### config.mk
export PLATFORM = sky130hd
export DESIGN_NAME = ansi_truecolor_text_parser
export DESIGN_NICKNAME = d
export VERILOG_FILES = /design/src/sv/atp_pkg.sv /design/src/sv/atp_core.sv /design/src/sv/atp_queue.sv /design/src/sv/ansi_truecolor_text_parser.sv
export SDC_FILE = /design/constraint.sdc
export NUM_CORES = 1
export LEC_CHECK = 0
export BUFFER_PORTS_ARGS = -buffer_cell sky130_fd_sc_hd__clkbuf_2
export CORE_ASPECT_RATIO = 0.6
export CORE_MARGIN = 2
export CORE_UTILIZATION = 35
export DETAILED_ROUTE_END_ITERATION = 8
export GPL_TIMING_DRIVEN = 0
export HOLD_SLACK_MARGIN = 0.15
export SLEW_MARGIN = 20
export SYNTH_ARGS = -nofsm -noshare
export SYNTH_HDL_FRONTEND = slang
export SYNTH_HIERARCHICAL = 1
export SYNTH_SLANG_ARGS = --single-unit
### constraint.sdc
create_clock -name clock -period 13.7 [get_ports clock]
set_clock_uncertainty 0.1 [all_clocks]
set_input_delay 0.685 -clock clock [delete_from_list [all_inputs] [get_ports clock]]
set_output_delay 0.685 -clock clock [all_outputs]
set_load 0.05 [all_outputs]
### src/sv/atp_pkg.sv
// Shared types and constants for the ANSI truecolor text parser.
// Used by atp_core, atp_queue and the top level; depends on nothing.
package atp_pkg;

   typedef enum logic [1:0] {
      MODE_NORMAL,
      MODE_ESC,
      MODE_CSI
   } mode_type;

   localparam logic [7:0] CHAR_ESC      = 8'h1B;
   localparam logic [7:0] CHAR_NEWLINE  = 8'h0A;
   localparam logic [7:0] CHAR_SPACE    = 8'h20;
   localparam logic [7:0] CHAR_ASCII_END = 8'h80;
   localparam logic [7:0] CHAR_LBRACKET = 8'h5B;
   localparam logic [7:0] CHAR_SEMI     = 8'h3B;
   localparam logic [7:0] CHAR_ZERO     = 8'h30;
   localparam logic [7:0] CHAR_NINE     = 8'h39;
   localparam logic [7:0] CHAR_SGR      = 8'h6D;
   localparam logic [7:0] CHAR_RESET_MODE = 8'h6C;
   localparam logic [7:0] CHAR_SET_MODE = 8'h68;

   localparam logic [7:0] LEAD2_MASK = 8'hE0;
   localparam logic [7:0] LEAD2_CODE = 8'hC0;
   localparam logic [7:0] LEAD3_MASK = 8'hF0;
   localparam logic [7:0] LEAD3_CODE = 8'hE0;
   localparam logic [7:0] LEAD4_MASK = 8'hF8;
   localparam logic [7:0] LEAD4_CODE = 8'hF0;

   localparam logic [9:0] SGR_RESET = 10'd0;
   localparam logic [9:0] SGR_RGB   = 10'd2;
   localparam logic [9:0] SGR_FORE  = 10'd38;
   localparam logic [9:0] SGR_BACK  = 10'd48;
   localparam logic [9:0] NUM_MAX   = 10'd999;
   localparam logic [9:0] COMP_MAX  = 10'd255;

   localparam logic KIND_CHAR = 1'b0;
   localparam logic KIND_EOL  = 1'b1;

   typedef struct packed {
      logic [7:0] fore_red;
      logic [7:0] fore_green;
      logic [7:0] fore_blue;
      logic [7:0] back_red;
      logic [7:0] back_green;
      logic [7:0] back_blue;
   } color_type;

   localparam color_type COLOR_DEFAULT = '{
      fore_red: 8'hFF, fore_green: 8'hFF, fore_blue: 8'hFF,
      back_red: 8'h00, back_green: 8'h00, back_blue: 8'h00
   };

   typedef struct packed {
      logic        item_kind;
      logic [31:0] glyph_bytes;
      logic [2:0]  glyph_length;
      color_type   color;
      logic        final_of_run;
   } rsp_type;

   typedef struct packed {
      logic [1:0] count;
      rsp_type    first;
      rsp_type    second;
   } push_type;

   function automatic logic [7:0] clamp_comp(input logic [9:0] v);
      return (v > COMP_MAX) ? 8'hFF : v[7:0];
   endfunction

endpackage

### src/sv/atp_core.sv
// Byte parser: UTF-8 assembly, CSI number gathering and SGR colour state.
// Produces up to two result beats per accepted byte; uses atp_pkg.
module atp_core import atp_pkg::*; (
   input  logic       clock,
   input  logic       reset,
   input  logic       accept,
   input  logic [7:0] text_byte,
   input  logic       end_of_text,
   output push_type   push
);

   mode_type   mode_ff, mode_in;
   logic [23:0] partial_ff, partial_in;
   logic [1:0] owed_ff, owed_in;
   logic [1:0] held_ff, held_in;
   logic [9:0] acc_ff, acc_in;
   logic       digit_ff, digit_in;
   logic [2:0] wfill_ff, wfill_in;
   logic       wfore_ff, wfore_in;
   logic [7:0] wc0_ff, wc0_in;
   logic [7:0] wc1_ff, wc1_in;
   color_type  tent_ff, tent_in;
   color_type  comm_ff, comm_in;
   logic       line_ff, line_in;

   logic [13:0] acc_wide;
   logic [9:0]  acc_sat;
   logic        is_fb;
   color_type   en_tent;
   logic [2:0]  en_fill;
   logic        en_fore;
   logic [7:0]  en_c0;
   logic [7:0]  en_c1;
   logic [31:0] glyph_cat;
   logic        take_text;
   logic        main_valid;
   rsp_type     main_rsp;
   logic        part_valid;
   rsp_type     part_rsp;
   logic        eol_valid;
   rsp_type     eol_rsp;
   logic        line_end;

   assign acc_wide = 14'(acc_ff) * 14'd10 + 14'(text_byte[3:0]);
   assign acc_sat  = (acc_wide > 14'(NUM_MAX)) ? NUM_MAX : acc_wide[9:0];
   assign is_fb    = (acc_ff == SGR_FORE) || (acc_ff == SGR_BACK);
   assign glyph_cat = {8'h00, partial_ff} | (32'(text_byte) << {held_ff, 3'b000});

   // close the current number into the parameter window
   always_comb begin
      en_tent = tent_ff;
      en_fill = wfill_ff;
      en_fore = wfore_ff;
      en_c0   = wc0_ff;
      en_c1   = wc1_ff;
      if (digit_ff) begin
         unique case (wfill_ff)
            3'd0: begin
               if (acc_ff == SGR_RESET) begin
                  en_tent = COLOR_DEFAULT;
               end else if (is_fb) begin
                  en_fill = 3'd1;
                  en_fore = (acc_ff == SGR_FORE);
               end
            end
            3'd1: begin
               if (acc_ff == SGR_RGB) begin
                  en_fill = 3'd2;
               end else if (acc_ff == SGR_RESET) begin
                  en_tent = COLOR_DEFAULT;
                  en_fill = 3'd0;
               end else if (is_fb) begin
                  en_fill = 3'd1;
                  en_fore = (acc_ff == SGR_FORE);
               end else begin
                  en_fill = 3'd0;
               end
            end
            3'd2: begin
               en_c0   = clamp_comp(acc_ff);
               en_fill = 3'd3;
            end
            3'd3: begin
               en_c1   = clamp_comp(acc_ff);
               en_fill = 3'd4;
            end
            default: begin
               if (wfore_ff) begin
                  en_tent.fore_red   = wc0_ff;
                  en_tent.fore_green = wc1_ff;
                  en_tent.fore_blue  = clamp_comp(acc_ff);
               end else begin
                  en_tent.back_red   = wc0_ff;
                  en_tent.back_green = wc1_ff;
                  en_tent.back_blue  = clamp_comp(acc_ff);
               end
               en_fill = 3'd0;
            end
         endcase
      end
   end

   always_comb begin
      mode_in    = mode_ff;
      partial_in = partial_ff;
      owed_in    = owed_ff;
      held_in    = held_ff;
      acc_in     = acc_ff;
      digit_in   = digit_ff;
      wfill_in   = wfill_ff;
      wfore_in   = wfore_ff;
      wc0_in     = wc0_ff;
      wc1_in     = wc1_ff;
      tent_in    = tent_ff;
      comm_in    = comm_ff;
      line_in    = line_ff;
      take_text  = 1'b0;
      main_valid = 1'b0;
      main_rsp   = '0;

      if (owed_ff != 2'd0) begin
         partial_in = glyph_cat[23:0];
         held_in    = held_ff + 2'd1;
         owed_in    = owed_ff - 2'd1;
         if (owed_ff == 2'd1) begin
            main_valid            = 1'b1;
            main_rsp.item_kind    = KIND_CHAR;
            main_rsp.glyph_bytes  = glyph_cat;
            main_rsp.glyph_length = {1'b0, held_ff} + 3'd1;
            main_rsp.color        = comm_ff;
            line_in    = 1'b1;
            partial_in = '0;
            held_in    = 2'd0;
         end
      end else begin
         unique case (mode_ff)
            MODE_CSI: begin
               priority if (text_byte >= CHAR_ZERO && text_byte <= CHAR_NINE) begin
                  acc_in   = acc_sat;
                  digit_in = 1'b1;
               end else if (text_byte == CHAR_SEMI) begin
                  tent_in  = en_tent;
                  wfill_in = en_fill;
                  wfore_in = en_fore;
                  wc0_in   = en_c0;
                  wc1_in   = en_c1;
                  acc_in   = '0;
                  digit_in = 1'b0;
               end else if (text_byte == CHAR_SGR) begin
                  if ((en_fill >= 3'd3 && en_c0 == 8'h00) ||
                      (en_fill == 3'd4 && en_c1 == 8'h00)) begin
                     tent_in = COLOR_DEFAULT;
                  end else begin
                     tent_in = en_tent;
                  end
                  comm_in  = tent_in;
                  acc_in   = '0;
                  digit_in = 1'b0;
                  wfill_in = '0;
                  mode_in  = MODE_NORMAL;
               end else if (text_byte == CHAR_RESET_MODE ||
                            text_byte == CHAR_SET_MODE) begin
                  tent_in  = comm_ff;
                  acc_in   = '0;
                  digit_in = 1'b0;
                  wfill_in = '0;
                  mode_in  = MODE_NORMAL;
               end else begin
               end
            end
            MODE_ESC: begin
               mode_in = MODE_NORMAL;
               if (text_byte == CHAR_LBRACKET) begin
                  mode_in  = MODE_CSI;
                  acc_in   = '0;
                  digit_in = 1'b0;
                  wfill_in = '0;
                  tent_in  = comm_ff;
               end else begin
                  take_text = 1'b1;
               end
            end
            default: begin
               mode_in   = MODE_NORMAL;
               take_text = 1'b1;
            end
         endcase

         if (take_text) begin
            priority if (text_byte == CHAR_ESC) begin
               mode_in = MODE_ESC;
            end else if (text_byte == CHAR_NEWLINE) begin
               if (line_ff) begin
                  main_valid         = 1'b1;
                  main_rsp.item_kind = KIND_EOL;
                  line_in            = 1'b0;
               end
            end else if (text_byte < CHAR_SPACE) begin
            end else if (text_byte < CHAR_ASCII_END) begin
               main_valid            = 1'b1;
               main_rsp.item_kind    = KIND_CHAR;
               main_rsp.glyph_bytes  = 32'(text_byte);
               main_rsp.glyph_length = 3'd1;
               main_rsp.color        = comm_ff;
               line_in               = 1'b1;
            end else if ((text_byte & LEAD2_MASK) == LEAD2_CODE) begin
               owed_in    = 2'd1;
               partial_in = 24'(text_byte);
               held_in    = 2'd1;
            end else if ((text_byte & LEAD3_MASK) == LEAD3_CODE) begin
               owed_in    = 2'd2;
               partial_in = 24'(text_byte);
               held_in    = 2'd1;
            end else if ((text_byte & LEAD4_MASK) == LEAD4_CODE) begin
               owed_in    = 2'd3;
               partial_in = 24'(text_byte);
               held_in    = 2'd1;
            end else begin
            end
         end
      end

      // flush at end of text, then return to reset state
      part_valid            = end_of_text && (owed_in != 2'd0);
      part_rsp              = '0;
      part_rsp.item_kind    = KIND_CHAR;
      part_rsp.glyph_bytes  = {8'h00, partial_in};
      part_rsp.glyph_length = {1'b0, held_in};
      part_rsp.color        = comm_in;
      line_end              = line_in || part_valid;
      eol_valid             = end_of_text && line_end;
      eol_rsp               = '0;
      eol_rsp.item_kind     = KIND_EOL;

      if (end_of_text) begin
         mode_in    = MODE_NORMAL;
         partial_in = '0;
         owed_in    = '0;
         held_in    = '0;
         acc_in     = '0;
         digit_in   = 1'b0;
         wfill_in   = '0;
         wfore_in   = 1'b0;
         wc0_in     = '0;
         wc1_in     = '0;
         tent_in    = COLOR_DEFAULT;
         comm_in    = COLOR_DEFAULT;
         line_in    = 1'b0;
      end

      push.count  = 2'({1'b0, main_valid} + {1'b0, part_valid} + {1'b0, eol_valid});
      push.first  = main_valid ? main_rsp : (part_valid ? part_rsp : eol_rsp);
      push.second = eol_rsp;
      push.first.final_of_run  = (push.count == 2'd1);
      push.second.final_of_run = 1'b1;
   end

   always_ff @(posedge clock) begin
      if (reset) begin
         mode_ff    <= MODE_NORMAL;
         partial_ff <= '0;
         owed_ff    <= '0;
         held_ff    <= '0;
         acc_ff     <= '0;
         digit_ff   <= 1'b0;
         wfill_ff   <= '0;
         wfore_ff   <= 1'b0;
         wc0_ff     <= '0;
         wc1_ff     <= '0;
         tent_ff    <= COLOR_DEFAULT;
         comm_ff    <= COLOR_DEFAULT;
         line_ff    <= 1'b0;
      end else if (accept) begin
         mode_ff    <= mode_in;
         partial_ff <= partial_in;
         owed_ff    <= owed_in;
         held_ff    <= held_in;
         acc_ff     <= acc_in;
         digit_ff   <= digit_in;
         wfill_ff   <= wfill_in;
         wfore_ff   <= wfore_in;
         wc0_ff     <= wc0_in;
         wc1_ff     <= wc1_in;
         tent_ff    <= tent_in;
         comm_ff    <= comm_in;
         line_ff    <= line_in;
      end
   end

   a_glyph_count: assert property (@(posedge clock) disable iff (reset)
      owed_ff != 2'd0 |-> held_ff != 2'd0 &&
         ({1'b0, owed_ff} + {1'b0, held_ff}) <= 3'd4)
      else $error("glyph byte counts out of range");

   a_flush_clears: assert property (@(posedge clock) disable iff (reset)
      accept && end_of_text |=> mode_ff == MODE_NORMAL && !line_ff &&
         owed_ff == 2'd0 && wfill_ff == 3'd0)
      else $error("state not cleared after end of text");

   a_window_idle: assert property (@(posedge clock) disable iff (reset)
      mode_ff != MODE_CSI |-> wfill_ff == 3'd0 && !digit_ff)
      else $error("parameter window busy outside a sequence");

endmodule

### src/sv/atp_queue.sv
// Result queue: up to two beats in, one out, per cycle unless stalled.
// Uses atp_pkg for the result and push types.
module atp_queue import atp_pkg::*; #(
   parameter int unsigned DEPTH = 4
) (
   input  logic     clock,
   input  logic     reset,
   input  logic     push_en,
   input  push_type push,
   output logic     room,
   output logic     rsp_valid,
   input  logic     rsp_stall,
   output rsp_type  head
);

   localparam int unsigned AW = (DEPTH > 1) ? $clog2(DEPTH) : 1;
   localparam int unsigned CW = $clog2(DEPTH + 1);

   rsp_type        slot_ff [DEPTH];
   logic [AW-1:0]  rd_ff, rd_in;
   logic [AW-1:0]  wr_ff, wr_in;
   logic [AW-1:0]  wr_one;
   logic [AW-1:0]  wr_two;
   logic [CW-1:0]  count_ff, count_in;
   logic [1:0]     n;
   logic           pop;

   assign n      = push_en ? push.count : 2'd0;
   assign pop    = rsp_valid && !rsp_stall;
   assign wr_one = (wr_ff == AW'(DEPTH - 1)) ? '0 : wr_ff + 1'b1;
   assign wr_two = (wr_one == AW'(DEPTH - 1)) ? '0 : wr_one + 1'b1;
   assign rd_in  = pop ? ((rd_ff == AW'(DEPTH - 1)) ? '0 : rd_ff + 1'b1) : rd_ff;
   assign wr_in  = (n == 2'd0) ? wr_ff : ((n == 2'd1) ? wr_one : wr_two);
   assign count_in  = count_ff + CW'(n) - CW'(pop);
   assign room      = count_ff <= CW'(DEPTH - 2);
   assign rsp_valid = count_ff != '0;
   assign head      = slot_ff[rd_ff];

   always_ff @(posedge clock) begin
      if (n != 2'd0) begin
         slot_ff[wr_ff] <= push.first;
      end
      if (n == 2'd2) begin
         slot_ff[wr_one] <= push.second;
      end
   end

   always_ff @(posedge clock) begin
      if (reset) begin
         rd_ff    <= '0;
         wr_ff    <= '0;
         count_ff <= '0;
      end else begin
         rd_ff    <= rd_in;
         wr_ff    <= wr_in;
         count_ff <= count_in;
      end
   end

   a_no_overflow: assert property (@(posedge clock) disable iff (reset)
      count_ff <= CW'(DEPTH))
      else $error("result queue overflow");

   a_push_fits: assert property (@(posedge clock) disable iff (reset)
      n != 2'd0 |-> ({1'b0, count_ff} + (CW + 1)'(n)) <= (CW + 1)'(DEPTH))
      else $error("push without room");

   a_push_shows: assert property (@(posedge clock) disable iff (reset)
      n != 2'd0 |=> rsp_valid)
      else $error("pushed beat not visible");

endmodule

### src/sv/ansi_truecolor_text_parser.sv
// Top level of the ANSI 24-bit colour text parser.
// Instantiates atp_core and atp_queue; uses atp_pkg.
// Takes one byte per clock unless req_stall; returns characters with colours and line breaks.
// A byte is taken whenever the result queue (DEPTH beats, default 4) has room for two beats.
// Result beats leave the registered queue one per clock while rsp_stall is low.
// Only end-of-text can cause two beats, so an unstalled stream runs at one byte per clock.
module ansi_truecolor_text_parser import atp_pkg::*; #(
   parameter int unsigned DEPTH = 4
) (
   input  logic        clock,
   input  logic        reset,
   input  logic        req_valid,
   output logic        req_stall,
   input  logic [7:0]  req_text_byte,
   input  logic        req_end_of_text,
   output logic        rsp_valid,
   input  logic        rsp_stall,
   output logic        rsp_item_kind,
   output logic [31:0] rsp_glyph_bytes,
   output logic [2:0]  rsp_glyph_length,
   output logic [7:0]  rsp_fore_red,
   output logic [7:0]  rsp_fore_green,
   output logic [7:0]  rsp_fore_blue,
   output logic [7:0]  rsp_back_red,
   output logic [7:0]  rsp_back_green,
   output logic [7:0]  rsp_back_blue,
   output logic        rsp_final_of_run
);

   logic     accept;
   logic     room;
   push_type push;
   rsp_type  head;

   assign req_stall = !room;
   assign accept    = req_valid && room;

   atp_core u_core (
      .clock       (clock),
      .reset       (reset),
      .accept      (accept),
      .text_byte   (req_text_byte),
      .end_of_text (req_end_of_text),
      .push        (push)
   );

   atp_queue #(
      .DEPTH (DEPTH)
   ) u_queue (
      .clock     (clock),
      .reset     (reset),
      .push_en   (accept),
      .push      (push),
      .room      (room),
      .rsp_valid (rsp_valid),
      .rsp_stall (rsp_stall),
      .head      (head)
   );

   assign rsp_item_kind    = head.item_kind;
   assign rsp_glyph_bytes  = head.glyph_bytes;
   assign rsp_glyph_length = head.glyph_length;
   assign rsp_fore_red     = head.color.fore_red;
   assign rsp_fore_green   = head.color.fore_green;
   assign rsp_fore_blue    = head.color.fore_blue;
   assign rsp_back_red     = head.color.back_red;
   assign rsp_back_green   = head.color.back_green;
   assign rsp_back_blue    = head.color.back_blue;
   assign rsp_final_of_run = head.final_of_run;

endmodule
-- Yosys cells after proc, flatten, opt, wreduce, memory -nomap -nowiden
Memories as Yosys holds them, arrays and structs flattened. A register that Yosys moved wholly into a read port is not among the register bits.
Index checks and enable logic that the tools add are counted.
W data, S select, Z words.
- flip-flop bits (word level): 165
- bits in writable memories: 340
- input port bits: 13
- logic and storage cells: 275
- memories: 1
- memories (memory ; depth ; bits a word ; read ports ; clocked after memory_dff ; wr ports ; line ; text):
    u_queue.slot_ff ; 4 ; 85 ; 1 ; 1 ; 2 ; atp_queue.sv:19 ; rsp_type slot_ff [DEPTH];
- add/subtract/negate cells: 11
- $mul: 1
- magnitude comparators: 8
- equal/unequal tests: 33
- shifts and indexed selects: 1
- multiplexer cells: 160
- bitwise gates (word level): 1
- reduce and logical (&&, ||, !) cells: 33
- operators by type and width (cell ; number):
    $mux W48 ; 17
    $mux W84 ; 4
    $mux W24 ; 13
    $mux W85 ; 2
    $mux W83 ; 2
    $pmux W48 S3 ; 1
    $mux W8 ; 15
    $pmux W48 S2 ; 1
    $mux W10 ; 8
    $mux W2 ; 37
    $mux W59 ; 1
    $mux W1 ; 40
    $mux W3 ; 12
    $eq A8 B7 Y1 const B ; 4
    $or A24 B32 Y32 ; 1
    $shl A8 B5 Y32 ; 1
    $eq A10 B6 Y1 const B ; 2
    $pmux W10 S2 ; 1
    $logic_not A8 Y1 ; 2
    $add A14 B4 Y14 ; 1
    $gt A14 B10 Y1 const B ; 1
    $mul A10 B3 Y13 const B ; 1
    $pmux W3 S4 ; 1
    $reduce_bool A2 Y1 ; 6
    45 further kinds ; 74

-- Logic depth before layout (Yosys ltp)
- word-level depth: 19
- gate-level depth with buffers: 21
- mapped depth without buffers: 19

-- Cells and area by module
The synthesis kept the hierarchy.
- by module, submodules not included (module ; times used ; cells an instance ; area an instance (um2) ; seq. area each (um2)):
    atp_queue ; 1 ; 890 ; 17501.8 ; 10390.0
    atp_core ; 1 ; 1255 ; 9690.5 ; 3163.0
    ansi_truecolor_text_parser ; 1 ; 2 ; 10.0 ; 0.0

-- Worst setup path after synthesis
OpenSTA, ideal clock, no wires.
- kind: input to register
- start: input req_text_byte[6]
- end: memory u_queue/slot_ff[0][0] (netlist name), enable pin
- library setup time: 0.446 ns
- arrival time: 5.118 ns
- path slack: 8.036 ns
- cell stages on the path: 15
- path buffers: 5
- cells stage by stage: clkbuf_1 > and2_1 > nand3_1 > o21ai_0 > and2_1 > clkbuf_1 > inv_1 > fa_1 > inv_1 > and3b_1 > buf_4 > nand2_2 > buf_6 > buf_6 > nand2_1
- RTL lines (element ; line ; text):
    start: declaration ; ansi_truecolor_text_parser.sv:14 ; input logic [7:0] req_text_byte,
    end: declaration ; atp_queue.sv:19 ;

==> summary.md <==
| Metric | Value |
|---|---|
| Clock slew at reported path FFs | around 60 ps |
| Number of synthesized flops with an enable pin | 340 |
| Worst hold path depth | 3 |
| Routed WL per cell | 21.4 um |
| CTS tree | built |
| Hold Fails Final Rpt | 0 |
| Area grow syn2layout | 15.2% |
| Fmax achieved | roughly 190 MHz |
| Clock buffer count from CTS | 52 |
| Main synth FF type | edfxtp_1 |
| CTS root buf | clkbuf_16 |
| Rows | 79 |
| Initial Util | 35.2% |
| Initial antenna violation count | 2 |
| Vias per inst | 5.37 |
| H-tree levels | 2 |
| Synth cell count leaders | edfxtp_1, mux2_2, nor2_1 |
| Worst-margin pin slew | 997 ps |
| Fin. max-slew vios | 0 |
| Number of cells on the critical path | 18 |
| CP peak stage delay | ~710 ps |
| Post-Syn Area per Cell | 12.7 um^2 |
| Register-to-Register Path Depth | 18 |
| Crit path top cell by count | inv_1 |
| First-pass GRT wire length | 113,000 um |
| Ys async rst share | 0% |
| Critical path, cell by cell | inv_1 -> ha_1 -> clkbuf_1 -> nand2b_1 -> nand3_1 -> o21ai_0 -> and2_1 -> clkbuf_1 -> inv_1 -> fa_1 -> inv_1 -> and3b_1 -> buf_4 -> nand2_2 -> buf_6 -> buf_6 -> nand2_4 -> buf_16 |
| Overall Global Routing Usage | 18.4% |
| Core Area | 0.0772 mm^2 |
| Worst hold path type | in -> reg |
| ANT nets after route | 0 |
| Largest net degree at the start of global routing | 41 |
| Top-area cell type share of the netlist area | 37.5% |
| Tot Pwr | 4.31 mW |
| First-pass DRT Iterations | 7 |
| Vias post-DR | 18,704 |
| Placement Cell Area | 0.0296 mm^2 |
| RePlAce Congestion | between 0.8 and 0.9 |
| Peak VDD IR | approximately 0.10 mV |
| Post-CTS resize count | 0 |
| Cell taking the most area after synthesis | edfxtp_1 |
| Setup Crit Path Kind | reg -> reg |
| Crit end category | flip-flop |
| CTS Hold Buffers Added | 0 |
| Total Die Area | 0.0800 mm^2 |
| Slew headroom | 33.5% |
| Die W | 364 um |
| Top cell family by delay on the critical path | buffers and inverters |
| Final min period | around 5300 ps |
| Clk_lat worst skew | slightly above 600 ps |
| CP required | 13,850 ps |
| Post-synthesis cell count | roughly 2,100 |
| Minimum hold slack | 323 ps |
| Critical path buffer and inverter count | 9 |
| Port buffer count | 96 |
| Total of max-cap violations | 0 |
| CP max-delay cell | fa_1 |
| Sequential share of the synthesized area | 49.8% |
| Leak pwr | approximately 12 nW |
| Yosys warning total | 6 |
| Layout cells sized above 1 | approximately 33% |
| WL final | 74,700 um |
| Period utilisation layout | 38.7% |
| Synth cell types | 80 |
| CTS Sinks | 507 |
| Drt first-iter violations | 2,136 |
| Height of the chip | 220 um |
| #FFs+latches synth | 507 |
| Finished Cell Area | 0.0313 mm^2 |
| Overflow after GRT | 0 |
| Worst EP arrival | 5460 ps |
| Final number of setup-violating endpoints | 0 |
| Longest Clk Path Bufs | 3 |
| DP Wirelength | 53,500 um |
| Postcts setup bufs | 0 |
| Synth Cell Area | 0.0272 mm^2 |
| Drc violations | 0 |
| Setup_tns | 0 ps |
| Status | completed |
| Final nets | 2,435 |
| Count leader, synth | edfxtp_1 |
| Critical path peak fanout | 39 |
| Io pins | 100 |
| Ranking of synthesized cells by area | edfxtp_1, dfxtp_1, mux2_4 |
| Fillers | about 7,100 |
| Pwr/cell area | approximately 140 mW/mm^2 |
| Critical Path Start Type | flip-flop |
| RSZ-0062 raised after global routing | false |
| Vias in the first global route | 18,276 |
[registers in the layout (all words and copies together), names as in the netlist, 8 cells and up, named ones only]
name and count:
u_queue/slot_ff 340, u_core/tent_ff 48, u_core/comm_ff 48, u_core/partial_ff 24, u_core/wc0_ff 8, u_core/wc1_ff 8
u_core/acc_ff 10
[final cells by class]
type | instances | area [um^2] | share of cell area, %
inverter | 35 | 131 | 0.419
sequential | 507 | 13600 | 43.3
clock buffer | 79 | 1650 | 5.25
clock inverter | 17 | 123 | 0.391
timing repair buffer | 104 | 701 | 2.24
multi-input combinational | 1459 | 12400 | 39.7
buffer | 229 | 1430 | 4.55
antenna | 1 | 2.50 | 0.00799
tap | 1053 | 1320 | 4.20
[kinds of logic (layout without fill, tap and decap cells)]
family | Yosys count | in the layout | synth area share [%]
AOI/OAI and AO/OA | 450 | 450 | 10.7
muxes | 428 | 428 | 23.4
buffers and inverters | 264 | 464 | 5.72
xor gates and xnor gates | 12 | 12 | 0.386
and+or+nand+nor | 450 | 450 | 8.28
other | 2 | 86 | 0.0276
adders and majority gates | 34 | 34 | 1.67
DFF | 507 | 507 | 49.8
[worst register-to-register path, delay by kind of cell, from the launching register on]
family	cells	cell delay, ps
buf+inv	9	1990
compound gates	1	390
fa+ha+maj	2	830
flops	1	320
simple gates	6	1300
[cell usage in the layout, fill, tap and decap left out, types with 9 or more instances in the layout]
cell,n
clkbuf_16,58
dfxtp_1,167
nand3_1,17
clkinv_2,14
o21ai_0,48
and3_1,9
nor2b_1,31
nor2_1,181
and2_1,63
buf_6,26
conb_1,85
a21boi_0,21
nor3_1,11
buf_2,37
clkbuf_2,101
edfxtp_1,340
a21o_1,12
mux2_4,156
inv_1,35
a221oi_1,25
a22oi_1,50
buf_4,86
mux4_2,85
ha_1,30
nor4_1,14
or3_1,16
clkbuf_1,78
mux2_2,185
nand2_1,57
a21oi_1,121
clkbuf_8,11
a211oi_1,17
o22ai_1,42
o21ai_1,44
a22o_1,26
[per-stage QoR]
stage / setup slack [ps] / instances / util, %
CTS: 8540 / 3483 / 40.6
floorplan: 8040 / 2230 / -
finish: 8390 / 3484 / 40.6
global route: 8130 / 3483 / 40.6
detailed placement: 8030 / 3387 / 38.3
global placement: 4610 / 3379 / 38.0
[metal layers]
layer  part of all wire, %  vias up  track usage, %
li1                      -     8491               -
met1                    47     9374            27.5
met2                    43      739            27.8
met3                   8.4       98            3.43
met4                   1.5        2            3.60
met5                 0.016        -               0
[power by group]
group / total (mW) / leakage (nW) / internal, mW / switching [mW]
logic: 1.08 / 6.63 / 0.343 / 0.736
registers: 1.76 / 4.50 / 1.74 / 0.0244
clock network: 1.47 / 0.898 / 0.848 / 0.618
[final timing paths]
check,startpoint,end,slack [ps]
setup reg to reg,u_core/mode_ff[1]$_SDFFE_PP0P_,u_queue/slot_ff[2][48]$_DFFE_PP_,8390
hold / removal,rsp_stall,u_queue/rd_ff[0]$_SDFFE_PP0P_,320
setup / recovery,u_core/mode_ff[1]$_SDFFE_PP0P_,u_queue/slot_ff[2][48]$_DFFE_PP_,8390
hold reg to reg,u_core/comm_ff[4]$_SDFFE_PP0P_,u_core/comm_ff[4]$_SDFFE_PP0P_,370
Power figures use the tool's default switching activity.
